## config.mk

```make
export PLATFORM = sky130hd
export DESIGN_NAME = implicit_euler_coulomb_friction_unit_flat
export DESIGN_NICKNAME = d
export VERILOG_FILES = /design/src/rtl/core/ieucf_pkg.sv /design/src/rtl/core/ieucf_if.sv /design/src/rtl/core/ieucf_mul.sv /design/src/rtl/core/ieucf_div.sv /design/src/rtl/core/ieucf_datapath.sv /design/src/rtl/core/ieucf_ctrl.sv /design/src/rtl/core/implicit_euler_coulomb_friction_unit.sv /design/src/flat_wrapper.sv
export SDC_FILE = /design/constraint.sdc
export NUM_CORES = 2
export LEC_CHECK = 0
export BUFFER_PORTS_ARGS = -buffer_cell sky130_fd_sc_hd__buf_4
export CAP_MARGIN = 20
export CORE_MARGIN = 2
export CORE_UTILIZATION = 35
export CTS_CLUSTER_SIZE = 20
export DETAILED_ROUTE_END_ITERATION = 8
export HOLD_SLACK_MARGIN = 0.12
export REMOVE_ABC_BUFFERS = 1
export SYNTH_ARGS = -nofsm -noshare
export SYNTH_HDL_FRONTEND = slang
export SYNTH_SLANG_ARGS = --single-unit
```

## constraint.sdc

```tcl
create_clock -name clock -period 17.4 [get_ports clock]
set_input_delay 4.35 -clock clock [delete_from_list [all_inputs] [get_ports clock]]
set_output_delay 4.35 -clock clock [all_outputs]
set_load 0.005 [all_outputs]
```

## src/rtl/core/ieucf_pkg.sv

```systemverilog
// ----------------------------------------------------------------------------
// Implicit Euler Coulomb friction package
// Shared types, register indexes and sequencing step codes.
// ----------------------------------------------------------------------------
package ieucf_pkg;

   localparam int unsigned CSR_INDEX_WIDTH = 2;
   localparam int unsigned CSR_DATA_WIDTH  = 32;
   localparam int unsigned STEP_WIDTH      = 4;

   localparam logic [CSR_INDEX_WIDTH-1:0] CSR_COULOMB   = 2'd0;
   localparam logic [CSR_INDEX_WIDTH-1:0] CSR_VISCOUS   = 2'd1;
   localparam logic [CSR_INDEX_WIDTH-1:0] CSR_STIFFNESS = 2'd2;
   localparam logic [CSR_INDEX_WIDTH-1:0] CSR_PERIOD    = 2'd3;

   localparam logic [31:0] PERIOD_RESET = 32'd4294967;

   localparam logic [STEP_WIDTH-1:0] STEP_KDT = 4'd0;
   localparam logic [STEP_WIDTH-1:0] STEP_BF  = 4'd1;
   localparam logic [STEP_WIDTH-1:0] STEP_WST = 4'd2;
   localparam logic [STEP_WIDTH-1:0] STEP_TST = 4'd3;
   localparam logic [STEP_WIDTH-1:0] STEP_H   = 4'd4;
   localparam logic [STEP_WIDTH-1:0] STEP_CTC = 4'd5;
   localparam logic [STEP_WIDTH-1:0] STEP_FR  = 4'd6;
   localparam logic [STEP_WIDTH-1:0] STEP_EA  = 4'd7;
   localparam logic [STEP_WIDTH-1:0] STEP_EB  = 4'd8;

   typedef struct packed {
      logic [30:0] coulomb_level;
      logic [30:0] viscous_gain;
      logic [30:0] spring_stiffness;
      logic [31:0] step_period;
   } cfg_type;

   typedef struct packed {
      logic                  load_item;
      logic                  mul_start;
      logic                  div_start;
      logic                  write_back;
      logic                  out_load;
      logic [STEP_WIDTH-1:0] step;
   } cmd_type;

   typedef struct packed {
      logic mul_done;
      logic div_done;
      logic out_free;
   } status_type;

   function automatic logic step_uses_mul(input logic [STEP_WIDTH-1:0] step);
      return step != STEP_BF;
   endfunction

   function automatic logic step_uses_div(input logic [STEP_WIDTH-1:0] step);
      return (step != STEP_TST) && (step != STEP_FR);
   endfunction

endpackage

```

## src/rtl/core/ieucf_if.sv

```systemverilog
// ----------------------------------------------------------------------------
// Implicit Euler Coulomb friction channels
// Valid/ready channels for samples, torques and register writes.
// ----------------------------------------------------------------------------
interface ieucf_req_if;
   logic               valid;
   logic               ready;
   logic signed [31:0] joint_velocity;
   modport source(output valid, output joint_velocity, input ready);
   modport sink(input valid, input joint_velocity, output ready);
endinterface

interface ieucf_rsp_if;
   logic               valid;
   logic               ready;
   logic signed [31:0] friction_torque;
   modport source(output valid, output friction_torque, input ready);
   modport sink(input valid, input friction_torque, output ready);
endinterface

interface ieucf_csr_if;
   logic                                 valid;
   logic                                 ready;
   logic [ieucf_pkg::CSR_INDEX_WIDTH-1:0] index;
   logic [ieucf_pkg::CSR_DATA_WIDTH-1:0]  data;
   modport source(output valid, output index, output data, input ready);
   modport sink(input valid, input index, input data, output ready);
endinterface

```

## src/rtl/core/ieucf_mul.sv

```systemverilog
// ----------------------------------------------------------------------------
// Serial multiplier
// Radix-2 shift-add 64x64 multiplier; product clamped to 2^63-1.
// ----------------------------------------------------------------------------
module ieucf_mul (
   input  logic        clock,
   input  logic        reset,
   input  logic        start,
   input  logic [63:0] a,
   input  logic [63:0] b,
   output logic        done,
   output logic [62:0] product
);

   logic        busy_ff;
   logic [5:0]  count_ff;
   logic [63:0] a_ff;
   logic [63:0] b_ff;
   logic [63:0] hi_ff;
   logic [63:0] lo_ff;
   logic [64:0] sum;

   assign sum = {1'b0, hi_ff} + (b_ff[0] ? {1'b0, a_ff} : 65'd0);

   always_ff @(posedge clock) begin
      if (reset) begin
         busy_ff  <= 1'b0;
         count_ff <= '0;
      end else if (start) begin
         busy_ff  <= 1'b1;
         count_ff <= '0;
      end else if (busy_ff) begin
         count_ff <= count_ff + 6'd1;
         if (count_ff == 6'd63) begin
            busy_ff <= 1'b0;
         end
      end
   end

   always_ff @(posedge clock) begin
      if (start) begin
         a_ff  <= a;
         b_ff  <= b;
         hi_ff <= '0;
         lo_ff <= '0;
      end else if (busy_ff) begin
         hi_ff <= sum[64:1];
         lo_ff <= {sum[0], lo_ff[63:1]};
         b_ff  <= {1'b0, b_ff[63:1]};
      end
   end

   assign done    = !busy_ff;
   assign product = ((hi_ff != 64'd0) || lo_ff[63]) ? {63{1'b1}} : lo_ff[62:0];

endmodule

```

## src/rtl/core/ieucf_div.sv

```systemverilog
// ----------------------------------------------------------------------------
// Serial divider
// Restoring 64-bit unsigned divider, one quotient bit per cycle.
// ----------------------------------------------------------------------------
module ieucf_div (
   input  logic        clock,
   input  logic        reset,
   input  logic        start,
   input  logic [63:0] num,
   input  logic [63:0] den,
   output logic        done,
   output logic [63:0] quot
);

   logic        busy_ff;
   logic [5:0]  count_ff;
   logic [63:0] q_ff;
   logic [63:0] rem_ff;
   logic [63:0] d_ff;
   logic [64:0] shifted;
   logic [65:0] diff;
   logic        ge;

   assign shifted = {rem_ff, q_ff[63]};
   assign diff    = {1'b0, shifted} - {2'b00, d_ff};
   assign ge      = !diff[65];

   always_ff @(posedge clock) begin
      if (reset) begin
         busy_ff  <= 1'b0;
         count_ff <= '0;
      end else if (start) begin
         busy_ff  <= 1'b1;
         count_ff <= '0;
      end else if (busy_ff) begin
         count_ff <= count_ff + 6'd1;
         if (count_ff == 6'd63) begin
            busy_ff <= 1'b0;
         end
      end
   end

   always_ff @(posedge clock) begin
      if (start) begin
         q_ff   <= num;
         rem_ff <= '0;
         d_ff   <= den;
      end else if (busy_ff) begin
         rem_ff <= ge ? diff[63:0] : shifted[63:0];
         q_ff   <= {q_ff[62:0], ge};
      end
   end

   assign done = !busy_ff;
   assign quot = q_ff;

endmodule

```

## src/rtl/core/ieucf_datapath.sv

```systemverilog
// ----------------------------------------------------------------------------
// Friction datapath
// Working registers, operand selection and write-back for each step.
// ----------------------------------------------------------------------------
module ieucf_datapath #(
   parameter int unsigned SAT_WIDTH = 32
) (
   input  logic                     clock,
   input  logic                     reset,
   input  ieucf_pkg::cmd_type       cmd,
   input  ieucf_pkg::cfg_type       cfg,
   input  logic signed [31:0]       joint_velocity,
   output logic                     mul_done,
   output logic                     div_done,
   output logic signed [31:0]       friction_torque
);

   localparam logic signed [63:0] SAT_HI = (64'sd1 <<< (SAT_WIDTH - 1)) - 64'sd1;
   localparam logic signed [63:0] SAT_LO = -SAT_HI - 64'sd1;
   localparam logic [63:0] ONE_Q48 = 64'h0001_0000_0000_0000;

   logic signed [31:0] w_ff;
   logic signed [31:0] defl_ff;
   logic [30:0]        kdt_ff;
   logic [49:0]        g_ff;
   logic signed [63:0] wst_ff;
   logic signed [47:0] tst_ff;
   logic [30:0]        h_ff;
   logic [30:0]        ctc_ff;
   logic signed [31:0] fr_ff;
   logic signed [32:0] ea_ff;

   logic [31:0] dt;
   logic [50:0] gv;
   logic [31:0] e_mag;
   logic [63:0] wst_mag;
   logic [31:0] fr_mag;
   logic [63:0] mul_a;
   logic [63:0] mul_b;
   logic [63:0] div_n;
   logic [63:0] div_d;
   logic [62:0] prod;
   logic [63:0] quot;
   logic [49:0] kb;
   logic [49:0] g_in;
   logic signed [47:0] s_scaled;
   logic signed [63:0] fr_pre;
   logic signed [63:0] defl_pre;
   logic signed [47:0] b_scaled;
   logic signed [47:0] t_scaled;

   function automatic logic signed [63:0] sat_word(input logic signed [63:0] v);
      logic signed [63:0] r;
      r = v;
      if (v > SAT_HI) begin
         r = SAT_HI;
      end else if (v < SAT_LO) begin
         r = SAT_LO;
      end
      return r;
   endfunction

   assign dt      = (cfg.step_period == 32'd0) ? 32'd1 : cfg.step_period;
   assign gv      = {1'b0, g_ff} + 51'(cfg.viscous_gain);
   assign e_mag   = defl_ff[31] ? (~defl_ff + 32'd1) : defl_ff;
   assign wst_mag = wst_ff[63] ? (~wst_ff + 64'd1) : wst_ff;
   assign fr_mag  = fr_ff[31] ? (~fr_ff + 32'd1) : fr_ff;

   always_comb begin
      mul_a = '0;
      mul_b = '0;
      div_n = {1'b0, prod};
      div_d = 64'd1;
      case (cmd.step)
         ieucf_pkg::STEP_KDT: begin
            mul_a = 64'(cfg.spring_stiffness);
            mul_b = 64'(dt);
         end
         ieucf_pkg::STEP_BF: begin
            div_n = ONE_Q48;
            div_d = 64'(dt);
         end
         ieucf_pkg::STEP_WST: begin
            mul_a = 64'(e_mag);
            mul_b = 64'(cfg.spring_stiffness);
            div_d = 64'(g_ff);
         end
         ieucf_pkg::STEP_TST: begin
            mul_a = wst_mag;
            mul_b = 64'(g_ff);
         end
         ieucf_pkg::STEP_H: begin
            mul_a = 64'(cfg.viscous_gain);
            mul_b = 64'(cfg.viscous_gain);
            div_d = 64'(gv);
         end
         ieucf_pkg::STEP_CTC: begin
            mul_a = 64'(cfg.coulomb_level);
            mul_b = 64'(cfg.viscous_gain);
            div_d = 64'(gv);
         end
         ieucf_pkg::STEP_FR: begin
            mul_a = wst_mag;
            mul_b = 64'(h_ff);
         end
         ieucf_pkg::STEP_EA: begin
            mul_a = 64'(e_mag);
            mul_b = 64'(kdt_ff);
            div_d = 64'(g_ff);
         end
         ieucf_pkg::STEP_EB: begin
            mul_a = 64'(fr_mag);
            mul_b = 64'(dt);
            div_d = 64'(g_ff);
         end
         default: begin
            mul_a = '0;
         end
      endcase
   end

   ieucf_mul u_mul (
      .clock   (clock),
      .reset   (reset),
      .start   (cmd.mul_start),
      .a       (mul_a),
      .b       (mul_b),
      .done    (mul_done),
      .product (prod)
   );

   ieucf_div u_div (
      .clock (clock),
      .reset (reset),
      .start (cmd.div_start),
      .num   (div_n),
      .den   (div_d),
      .done  (div_done),
      .quot  (quot)
   );

   always_comb begin
      kb   = 50'(kdt_ff) + 50'(quot[48:0]);
      g_in = (51'(cfg.viscous_gain) >= 51'(kb)) ? (50'(cfg.viscous_gain) + 50'd1) : kb;

      t_scaled = wst_ff[63] ? -$signed({1'b0, prod[62:16]}) : $signed({1'b0, prod[62:16]});
      s_scaled = t_scaled;

      if (48'(tst_ff) > $signed(48'(cfg.coulomb_level))) begin
         fr_pre = 64'($signed({1'b0, ctc_ff})) + 64'(s_scaled);
      end else if (tst_ff < -$signed(48'(cfg.coulomb_level))) begin
         fr_pre = -64'($signed({1'b0, ctc_ff})) + 64'(s_scaled);
      end else begin
         fr_pre = 64'(tst_ff);
      end

      b_scaled = fr_ff[31] ? -$signed(quot[63:16]) : $signed(quot[63:16]);
      defl_pre = 64'(defl_ff) - 64'(ea_ff) + 64'(b_scaled);
   end

   always_ff @(posedge clock) begin
      if (reset) begin
         defl_ff <= '0;
      end else if (cmd.write_back && (cmd.step == ieucf_pkg::STEP_EB)) begin
         defl_ff <= 32'(sat_word(defl_pre));
      end
   end

   always_ff @(posedge clock) begin
      if (cmd.load_item) begin
         w_ff <= joint_velocity;
      end
      if (cmd.write_back) begin
         case (cmd.step)
            ieucf_pkg::STEP_KDT: kdt_ff <= prod[62:32];
            ieucf_pkg::STEP_BF:  g_ff <= g_in;
            ieucf_pkg::STEP_WST: begin
               wst_ff <= 64'(w_ff) + (defl_ff[31] ? -$signed({2'b00, quot[61:0]})
                                                  : $signed({2'b00, quot[61:0]}));
            end
            ieucf_pkg::STEP_TST: tst_ff <= t_scaled;
            ieucf_pkg::STEP_H:   h_ff <= cfg.viscous_gain - quot[30:0];
            ieucf_pkg::STEP_CTC: ctc_ff <= cfg.coulomb_level - quot[30:0];
            ieucf_pkg::STEP_FR:  fr_ff <= 32'(sat_word(fr_pre));
            ieucf_pkg::STEP_EA: begin
               ea_ff <= defl_ff[31] ? -$signed({1'b0, quot[31:0]})
                                    : $signed({1'b0, quot[31:0]});
            end
            default: begin
            end
         endcase
      end
   end

   assign friction_torque = fr_ff;

endmodule

```

## src/rtl/core/ieucf_ctrl.sv

```systemverilog
// ----------------------------------------------------------------------------
// Friction controller
// Sequences the multiply, divide and write-back of every step, skipping the multiply or divide where a step uses none.
// ----------------------------------------------------------------------------
module ieucf_ctrl (
   input  logic                   clock,
   input  logic                   reset,
   input  logic                   req_valid,
   output logic                   req_ready,
   input  ieucf_pkg::status_type  status,
   output ieucf_pkg::cmd_type     cmd
);

   localparam logic [2:0] ST_IDLE     = 3'd0;
   localparam logic [2:0] ST_MUL_GO   = 3'd1;
   localparam logic [2:0] ST_MUL_WAIT = 3'd2;
   localparam logic [2:0] ST_DIV_GO   = 3'd3;
   localparam logic [2:0] ST_DIV_WAIT = 3'd4;
   localparam logic [2:0] ST_WB       = 3'd5;
   localparam logic [2:0] ST_OUT      = 3'd6;

   logic [2:0]                       state_ff;
   logic [2:0]                       state_in;
   logic [ieucf_pkg::STEP_WIDTH-1:0] step_ff;
   logic [ieucf_pkg::STEP_WIDTH-1:0] step_in;

   always_comb begin
      state_in       = state_ff;
      step_in        = step_ff;
      req_ready      = 1'b0;
      cmd            = '0;
      cmd.step       = step_ff;
      case (state_ff)
         ST_IDLE: begin
            req_ready = 1'b1;
            if (req_valid) begin
               cmd.load_item = 1'b1;
               step_in       = ieucf_pkg::STEP_KDT;
               state_in      = ST_MUL_GO;
            end
         end
         ST_MUL_GO: begin
            cmd.mul_start = 1'b1;
            state_in      = ST_MUL_WAIT;
         end
         ST_MUL_WAIT: begin
            if (status.mul_done) begin
               state_in = ieucf_pkg::step_uses_div(step_ff) ? ST_DIV_GO : ST_WB;
            end
         end
         ST_DIV_GO: begin
            cmd.div_start = 1'b1;
            state_in      = ST_DIV_WAIT;
         end
         ST_DIV_WAIT: begin
            if (status.div_done) begin
               state_in = ST_WB;
            end
         end
         ST_WB: begin
            cmd.write_back = 1'b1;
            if (step_ff == ieucf_pkg::STEP_EB) begin
               state_in = ST_OUT;
            end else begin
               step_in  = step_ff + 4'd1;
               state_in = ieucf_pkg::step_uses_mul(step_in) ? ST_MUL_GO : ST_DIV_GO;
            end
         end
         ST_OUT: begin
            if (status.out_free) begin
               cmd.out_load = 1'b1;
               state_in     = ST_IDLE;
            end
         end
         default: begin
            state_in = ST_IDLE;
         end
      endcase
   end

   always_ff @(posedge clock) begin
      if (reset) begin
         state_ff <= ST_IDLE;
         step_ff  <= ieucf_pkg::STEP_KDT;
      end else begin
         state_ff <= state_in;
         step_ff  <= step_in;
      end
   end

endmodule

```

## src/rtl/core/implicit_euler_coulomb_friction_unit.sv

```systemverilog
// ----------------------------------------------------------------------------
// Implicit Euler Coulomb friction unit
// Each joint velocity sample yields one friction torque after its transfer:
// nine steps share one radix-2 multiplier and one restoring divider, and
// each operation is started and then waited on until its done flag returns.
// A new sample is taken once the previous torque has been placed in the
// output register, even while that torque still waits for its transfer.
// ----------------------------------------------------------------------------
module implicit_euler_coulomb_friction_unit #(
   parameter int unsigned DATA_WIDTH = 32
) (
   input  logic        clock,
   input  logic        reset,
   ieucf_req_if.sink   req_if,
   ieucf_rsp_if.source rsp_if,
   ieucf_csr_if.sink   csr_if
);

   localparam int unsigned SAT_WIDTH = (DATA_WIDTH > 32) ? 32 : DATA_WIDTH;

   ieucf_pkg::cfg_type    cfg_ff;
   ieucf_pkg::cmd_type    cmd;
   ieucf_pkg::status_type status;
   logic                  rsp_valid_ff;
   logic signed [31:0]    rsp_torque_ff;
   logic signed [31:0]    torque;

   assign csr_if.ready = 1'b1;

   always_ff @(posedge clock) begin
      if (reset) begin
         cfg_ff.coulomb_level    <= '0;
         cfg_ff.viscous_gain     <= '0;
         cfg_ff.spring_stiffness <= '0;
         cfg_ff.step_period      <= ieucf_pkg::PERIOD_RESET;
      end else if (csr_if.valid) begin
         case (csr_if.index)
            ieucf_pkg::CSR_COULOMB:   cfg_ff.coulomb_level    <= csr_if.data[30:0];
            ieucf_pkg::CSR_VISCOUS:   cfg_ff.viscous_gain     <= csr_if.data[30:0];
            ieucf_pkg::CSR_STIFFNESS: cfg_ff.spring_stiffness <= csr_if.data[30:0];
            ieucf_pkg::CSR_PERIOD:    cfg_ff.step_period      <= csr_if.data;
            default: begin
            end
         endcase
      end
   end

   assign status.out_free = !rsp_valid_ff || rsp_if.ready;

   ieucf_ctrl u_ctrl (
      .clock     (clock),
      .reset     (reset),
      .req_valid (req_if.valid),
      .req_ready (req_if.ready),
      .status    (status),
      .cmd       (cmd)
   );

   ieucf_datapath #(
      .SAT_WIDTH (SAT_WIDTH)
   ) u_datapath (
      .clock           (clock),
      .reset           (reset),
      .cmd             (cmd),
      .cfg             (cfg_ff),
      .joint_velocity  (req_if.joint_velocity),
      .mul_done        (status.mul_done),
      .div_done        (status.div_done),
      .friction_torque (torque)
   );

   always_ff @(posedge clock) begin
      if (reset) begin
         rsp_valid_ff <= 1'b0;
      end else if (cmd.out_load) begin
         rsp_valid_ff <= 1'b1;
      end else if (rsp_if.ready) begin
         rsp_valid_ff <= 1'b0;
      end
   end

   always_ff @(posedge clock) begin
      if (cmd.out_load) begin
         rsp_torque_ff <= torque;
      end
   end

   assign rsp_if.valid           = rsp_valid_ff;
   assign rsp_if.friction_torque = rsp_torque_ff;

endmodule

```

## src/flat_wrapper.sv

```systemverilog
// flat-port wrapper written by rule: the top's interface ports become plain ports
module implicit_euler_coulomb_friction_unit_flat 
#(
   parameter int unsigned DATA_WIDTH = 32
)
  (clock, reset, req_if_valid, req_if_joint_velocity, req_if_ready, rsp_if_valid, rsp_if_friction_torque, rsp_if_ready, csr_if_valid, csr_if_index, csr_if_data, csr_if_ready);
  ieucf_req_if req_if_i ();
  ieucf_rsp_if rsp_if_i ();
  ieucf_csr_if csr_if_i ();
  input  logic clock;
  input  logic reset;
  input wire logic [$bits(req_if_i.valid)-1:0] req_if_valid;
  input wire logic [$bits(req_if_i.joint_velocity)-1:0] req_if_joint_velocity;
  output wire logic [$bits(req_if_i.ready)-1:0] req_if_ready;
  output wire logic [$bits(rsp_if_i.valid)-1:0] rsp_if_valid;
  output wire logic [$bits(rsp_if_i.friction_torque)-1:0] rsp_if_friction_torque;
  input wire logic [$bits(rsp_if_i.ready)-1:0] rsp_if_ready;
  input wire logic [$bits(csr_if_i.valid)-1:0] csr_if_valid;
  input wire logic [$bits(csr_if_i.index)-1:0] csr_if_index;
  input wire logic [$bits(csr_if_i.data)-1:0] csr_if_data;
  output wire logic [$bits(csr_if_i.ready)-1:0] csr_if_ready;
  assign req_if_i.valid = req_if_valid;
  assign req_if_i.joint_velocity = req_if_joint_velocity;
  assign req_if_ready = req_if_i.ready;
  assign rsp_if_valid = rsp_if_i.valid;
  assign rsp_if_friction_torque = rsp_if_i.friction_torque;
  assign rsp_if_i.ready = rsp_if_ready;
  assign csr_if_i.valid = csr_if_valid;
  assign csr_if_i.index = csr_if_index;
  assign csr_if_i.data = csr_if_data;
  assign csr_if_ready = csr_if_i.ready;
  implicit_euler_coulomb_friction_unit #(.DATA_WIDTH(DATA_WIDTH)) u_core (.clock(clock), .reset(reset), .req_if(req_if_i), .rsp_if(rsp_if_i), .csr_if(csr_if_i));
endmodule
```

Yosys cells after proc, flatten, opt, wreduce, memory -nomap -nowiden
Cells that the tools add are included.
- word-level logic and storage cells: 179
- flip-flop bits (word level): 1011
- output and inout bits: 35
- input port bits: 71
- mux-type cells: 52
- eq/ne operators: 27
- magnitude comparators: 7
- add/subtract/negate cells: 24
- reduce and logical (&&, ||, !) cells: 36
- bitwise gates (word level): 3
- operators with widths (operator ; count):
    two-way mux 64 bit ; 10
    case mux 64 bit (6 select lines) ; 1
    case mux 50 bit (6 select lines) ; 1
    two-way mux 32 bit ; 7
    case mux 51 bit (3 select lines) ; 1
    two-way mux 63 bit ; 2
    two-way mux 48 bit ; 2
    subtractor 65 x 64 -> 66 bit ; 1
    adder 64 x 64 -> 65 bit ; 1
    adder 32 x 1 -> 32 bit, second input constant ; 2
    adder 32 x 64 -> 64 bit ; 1
    adder 64 x 1 -> 64 bit, second input constant ; 1
    adder 64 x 48 -> 64 bit ; 1
    > comparator 64 x 32 -> 1 bit, second input constant ; 1
    less-than comparator 64 x 32 -> 1 bit, second input constant ; 1
    negator 31 -> 64 bit ; 1
    negator 62 -> 64 bit ; 1
    NOT 32 bit ; 2
    NOT 64 bit ; 1
    nonzero test 64 bit ; 1
    subtractor 31 bit ; 2
    adder 50 x 31 -> 51 bit ; 1
    adder 31 x 49 -> 50 bit ; 1
    greater-or-equal comparator 31 x 50 -> 1 bit ; 1
    other kinds (49) ; 105

Longest topological paths before layout
- depth after elaboration: 10
- depth in mapped cells: 37
- depth with buffers taken out: 29

By module
Synthesis repeated with hierarchy kept, for this count alone.
- cells, all modules: 8318
- area total of the unflattened synthesis: 76477.1 um^2
- modules (own cells, without submodules) (module ; seq. area each (um^2) ; area each (um^2) ; cells an instance ; times used):
    ieucf_datapath ; 11210.8 ; 44107.3 ; 5210 ; 1
    ieucf_mul ; 6546.3 ; 14161.1 ; 1402 ; 1
    ieucf_div ; 5265.0 ; 11702.5 ; 1148 ; 1
    implicit_euler_coulomb_friction_unit ; 3483.3 ; 5962.0 ; 494 ; 1
    ieucf_ctrl ; 140.1 ; 544.3 ; 64 ; 1

Worst setup path after synthesis
Ideal clock, no wire load.
- path kind: flip-flop to flip-flop
- start point: register u_core.u_datapath.u_mul.hi_ff[6]
- end point: register u_core.u_datapath.fr_ff[18], in the netlist u_core.u_datapath.friction_torque[18] (data pin)
- clock period less this slack: 8.722 ns
- library setup time: 0.263 ns
- path slack: 8.678 ns
- stages on the path, launching flop included: 34
- arrival time: 8.459 ns
- buffers on the path: 7
- data required time: 17.137 ns
- path through: dfxtp_1 nor4_1 nand4_1 nor3_1 nand2_1 clkbuf_1 clkbuf_1 clkbuf_1 clkbuf_1 nor2_1 ha_1 or3b_1 or3_1 nor3_1 nand2b_1 or4b_2 o41ai_1 xnor2_1 ha_1 clkbuf_1 or3_1 o211ai_1 nand2b_1 o21ai_0 a211oi_1 o21ai_0 clkbuf_1 a21oi_1 o21ai_0 o2111ai_1 or4b_4 o21ai_4 buf_6 a21oi_1
- longest elaborated chain between the ends: 10
- elaborated cells between the ends (all ways): 12
- classes of those cells: add/sub (3); order compare (2); mux (5); reduce/logical (2)
- RTL lines (element ; RTL line ; RTL):
    start, declared ; ieucf_mul.sv:19 ; logic [63:0] hi_ff;
    start signal, assigned ; ieucf_mul.sv:47 ; hi_ff <= sum[64:1];
    nonzero test 64 bit (*) ; ieucf_mul.sv:54 ; assign product = ((hi_ff != 64'd0) || lo_ff[63]) ? {63{1'b1}} : lo_ff[62:0];
    logical OR 1 bit (*) ; ieucf_mul.sv:54 ;
    two-way mux 63 bit (*) ; ieucf_mul.sv:54 ;
    negator 47 -> 48 bit ; ieucf_datapath.sv:146 ; t_scaled = wst_ff[63] ? -$signed({1'b0, prod[62:16]}) : $signed({1'b0, prod[62:16]});
    two-way mux 48 bit (*) ; ieucf_datapath.sv:146 ;
    net u_core.u_datapath.s_scaled[16] ; ieucf_datapath.sv:46 ; logic signed [47:0] s_scaled;
    adder 64 x 48 -> 64 bit ; ieucf_datapath.sv:152 ; fr_pre = -64'($signed({1'b0, ctc_ff})) + 64'(s_scaled);
    two-way mux 64 bit ; ieucf_datapath.sv:151 ; end else if (tst_ff < -$signed(48'(cfg.coulomb_level))) begin
    two-way mux 64 bit (*) ; ieucf_datapath.sv:149 ; if (48'(tst_ff) > $signed(48'(cfg.coulomb_level))) begin
    less-than comparator 64 x 32 -> 1 bit ; ieucf_datapath.sv:57 ; end else if (v < SAT_LO) begin
    two-way mux 32 bit ; ieucf_datapath.sv:57 ;
    end signal, assigned ; ieucf_datapath.sv:184 ; ieucf_pkg::STEP_FR: fr_ff <= 32'(sat_word(fr_pre));
    end, declared ; ieucf_datapath.sv:30 ; logic signed [31:0] fr_ff;
Mark *: on every way through the listed nets, which the timed path passes. The rest lies on a longest branch.
A chain may end at the register's enable or synchronous reset.

Worst setup path in the final report
- start point: register u_core.u_datapath.u_mul.hi_ff[58]
- end point: register u_core.u_datapath.fr_ff[11], in the netlist u_core.u_datapath.friction_torque[11] (data pin)
The elaborated chain is that of the path after synthesis.

==> flow_metrics.py <==
metrics = {
    "outcome": {
        "outcome": "complete, but fails checks",
        "violations": "design-rule violations",
    },
    "routing": {
        "drt-vias-per-instance": 5.91,
        "first_pass_iters": 9,
        "wl_um": 269000,
        "vias": 62848,
        "drc": 3,
        "drtIter0Drc": 7114,
        "drtAntennaViolNets": 0,
        "wl_per_cell_um": 25.3,
    },
    "synth": {
        "synth_fa_ha_area_frac": 0.111,
        "synth_edf_count": 613,
        "avgSynthCellArea_um2": 8.97,
        "synth_seq_area_share": 0.365,
        "synth-compound-area-share": 0.215,
        "synth_simple_gate_area_frac": 0.169,
        "synthArstFlopShare": 0,
        "yosys_warnings": 0,
        "syn_inst": 7894,
        "synth_flop_cell": "edfxtp_1",
        "ys_types": 95,
        "synth-seq-cells": 984,
        "synth_xor_xnor_area_share": 0.0798,
        "muxShareOfSynthArea": 0.0216,
        "synth_top_family_by_area": "compound AO/OA/AOI/OAI gates",
        "synth_area_mm2": 0.0708,
    },
    "timing": {
        "fin_crit_sh": 0.624,
        "slew_headroom": 0.188,
        "fmax_mhz": 92.0,
        "drv_slew": 0,
        "fin_setup_tns_ns": 0,
        "setup_viol": 0,
        "tightest_slew_ns": 1.21,
        "rsz0062_at_grt": "no",
        "period_needed_ns": 10.86,
        "skew_ns": 0.0616,
        "hold_viol": 0,
    },
    "clock_tree": {
        "cts_setup_buffers": 0,
        "cts_buffers": 116,
        "clock_latency_ns": 0.81,
        "ctsResizeCount": 0,
        "h-tree-depth": 3,
        "clock_path_buffers": 3,
        "cts_tree": "done",
        "root_buffer": "clkbuf_16",
        "numClockSinks": 984,
        "ctsHoldBuffers": 0,
        "clk_pin_slew_ns": 0.06,
    },
    "floorplanning": {
        "die_h_um": 454,
        "initial_utilization": 0.351,
        "row_count": 165,
        "die_w_um": 454,
        "boundaryPins": 106,
        "core-area_mm2": 0.202,
        "die-area_mm2": 0.206,
    },
    "place": {
        "port_buffers": 104,
        "hpwlAfterDp_um": 208000,
        "gp_congestion": 1.01,
    },
    "grt": {
        "first_global_vias": 59370,
        "track_usage": 0.254,
        "grt_pass1_wl_um": 394000,
        "antenna_found_initial": 21,
        "grt_max_degree": 100,
        "grt-ovfl-total": 0,
    },
    "cells_and_area": {
        "fillerInstances": 19922,
        "drive_gt1_frac": 0.0715,
        "area_delta_synth_final_pct": 11.1,
        "ff_latch_area_mm2": 0.0258,
        "fin_nets": 8519,
        "utilization": 0.390,
        "multiInputGateArea_mm2": 0.0423,
    },
    "worst_setup_path": {
        "critPathLaunch": "u_core.u_datapath.u_mul.hi_ff[58]",
        "cp_max_fo": 27,
        "critPathMostFrequentCell": "a21oi_1",
        "rrSetupSlack_ns": 6.54,
        "max_stage_delay_ns": 0.83,
        "crit_end": "u_core.u_datapath.friction_torque[11]",
        "reg2reg_depth": 27,
        "crit_slowest_cell": "o211ai_1",
        "path_class": "reg -> reg",
        "cp.arrival_ns": 11.35,
        "worst_setup_path_start_kind": "flip-flop",
        "r2r-start": "u_core.u_datapath.u_mul.hi_ff[58]",
        "crit_path_end_kind": "flip-flop",
        "worst_r2r_endpoint": "u_core.u_datapath.friction_torque[11]",
        "critPathRequiredTime_ns": 17.89,
    },
    "hold_path": {
        "hold_path_class": "reg -> reg",
    },
    "power": {
        "p_leak_nw": 30.6,
        "power_density_mw_per_mm2": 95.6,
        "p_total_mw": 7.52,
        "irDropWorstVdd_mv": 0.0791,
    },
    "run": {
        "maxCapViolCount": 0,
    },
}
-- final cells by class --
cell class	count	area share
clock inverters	67	0.00914
repair buffers	224	0.0222
diodes	10	0.000318
clock buffers	154	0.0423
inverters	354	0.0170
flip-flops and latches	984	0.328
well taps	2672	0.0425
multi-input cells	6176	0.538
-- how the worst min path moves through the flow --
stage | start | endpoint | depth (start not counted)
2_1_floorplan | u_core.cfg_ff[42] | u_core.cfg_ff[42] | 2
3_3_place_gp | u_core.cfg_ff[44] | u_core.cfg_ff[44] | 2
3_5_place_dp | u_core.cfg_ff[39] | u_core.cfg_ff[39] | 2
4_1_cts | u_core.cfg_ff[54] | u_core.cfg_ff[54] | 2
5_1_grt | u_core.cfg_ff[39] | u_core.cfg_ff[39] | 2
6_report | u_core.cfg_ff[44] | u_core.cfg_ff[44] | 2
-- cells in the final DEF, fill, tap and decap left out, types with 63 or more instances in the layout --
| master | instances |
|---|---|
| nand2b_1 | 73 |
| nor2b_1 | 76 |
| edfxtp_1 | 613 |
| nor3_1 | 163 |
| o21ai_0 | 479 |
| a222oi_1 | 92 |
| o211ai_1 | 63 |
| o31ai_1 | 97 |
| and2_1 | 111 |
| dfxtp_1 | 368 |
| a21oi_1 | 594 |
| buf_4 | 216 |
| nand4_1 | 82 |
| inv_1 | 350 |
| xnor2_1 | 407 |
| ha_1 | 535 |
| nand2_1 | 745 |
| a21o_1 | 196 |
| clkbuf_16 | 124 |
| nor4_1 | 69 |
| nor2_1 | 654 |
| a211oi_1 | 73 |
| or3_1 | 113 |
| o21a_1 | 70 |
| nand3_1 | 150 |
| mux2i_1 | 147 |
| xor2_1 | 238 |
-- critical path: cells and delay by family (launching register included) --
kind	cells	cell delay, ns
adders and majority gates	2	0.70
DFF	1	0.33
AOI/OAI and AO/OA	13	4.62
buffers and inverters	1	0.29
and+or+nand+nor	11	4.59
-- power breakdown --
group / internal (mW) / leakage (nW) / switching [mW]
registers: 2.71 / 8.60 / 0.191
logic: 0.842 / 20.0 / 1.19
clock network: 1.49 / 1.99 / 1.10
total: 5.04 / 30.6 / 2.47
-- cell usage after synthesis (all sizes together), types with 22 or more instances --
cell      n  share of area
a211oi   76         0.0083
a21o    196          0.021
a21oi   602          0.043
a221o    26         0.0037
a221oi   23         0.0028
a222oi   92          0.013
a22o     57         0.0071
a22oi    53         0.0056
a31oi    55         0.0049
and2    115          0.010
and3     62         0.0055
buf      43         0.0029
clkbuf  337          0.018
dfxtp   371           0.10
edfxtp  613           0.26
fa       57          0.016
ha      535          0.095
inv     354          0.019
mux2i   147          0.021
nand2   750          0.040
nand2b   73         0.0065
nand3   150          0.011
nand3b   22         0.0023
nand4    82         0.0072
nor2    669          0.035
nor2b    77         0.0068
nor3    167          0.012
nor4     72         0.0065
o211ai   64         0.0069
o21a     70         0.0074
o21ai   488          0.035
o21bai   58         0.0062
o221ai   22         0.0028
o22ai    43         0.0038
o311ai   23         0.0028
o31ai    98          0.010
o32ai    33         0.0041
o41ai    37         0.0046
or2      49         0.0043
or3     116          0.010
or4      49         0.0052
xnor2   407          0.050
xor2    238          0.029
-- routing by layer --
metal	track usage	share of wire	up-vias
met5	0	0.000048	-
met4	0.160	0.068	2
met2	0.384	0.43	2849
li1	-	-	29091
met1	0.336	0.41	30358
met3	0.0408	0.086	548
-- logic make-up (layout without fill, tap and decap cells) --
logic type / count (synthesis) / count (layout)
DFF: 984 / 984
xor gates and xnor gates: 645 / 645
AOI/OAI and AO/OA: 2286 / 2286
and+or+nand+nor: 2500 / 2500
buffers and inverters: 734 / 799
adders and majority gates: 592 / 592
other: 1 / 11
muxes: 152 / 152
-- state kept, by name, indices dropped and copies added (netlist names), 32 cells and up --
name	flops
u_core.u_datapath.tst_ff	48
u_core.u_datapath.u_mul.a_ff	64
u_core.u_datapath.u_mul.hi_ff	64
u_core.rsp_if.friction_torque	32
u_core.u_datapath.u_mul.b_ff	50
u_core.u_datapath.defl_ff	32
u_core.cfg_ff	125
u_core.u_datapath.u_div.quot	64
u_core.u_datapath.w_ff	32
u_core.u_datapath.friction_torque	32
u_core.u_datapath.g_ff	50
u_core.u_datapath.u_div.d_ff	51
u_core.u_datapath.u_mul.lo_ff	64
u_core.u_datapath.u_div.rem_ff	64
u_core.u_datapath.wst_ff	64
u_core.u_datapath.ea_ff	33
-- per-stage QoR --
step                      worst slack (ns)  std cells  cell area (um^2)  hold slack (ns)
after CTS                             6.58      10628             78600            0.477
after global placement                6.81      10403             74500            0.459
after floorplan                       7.71       7514             69300            0.440
after global routing                  6.05      10638             78700            0.499
final                                 6.54      10641             78700            0.480
after detailed placement              6.64      10407             74500            0.466
Note: power is estimated with default switching activity, not from simulation.
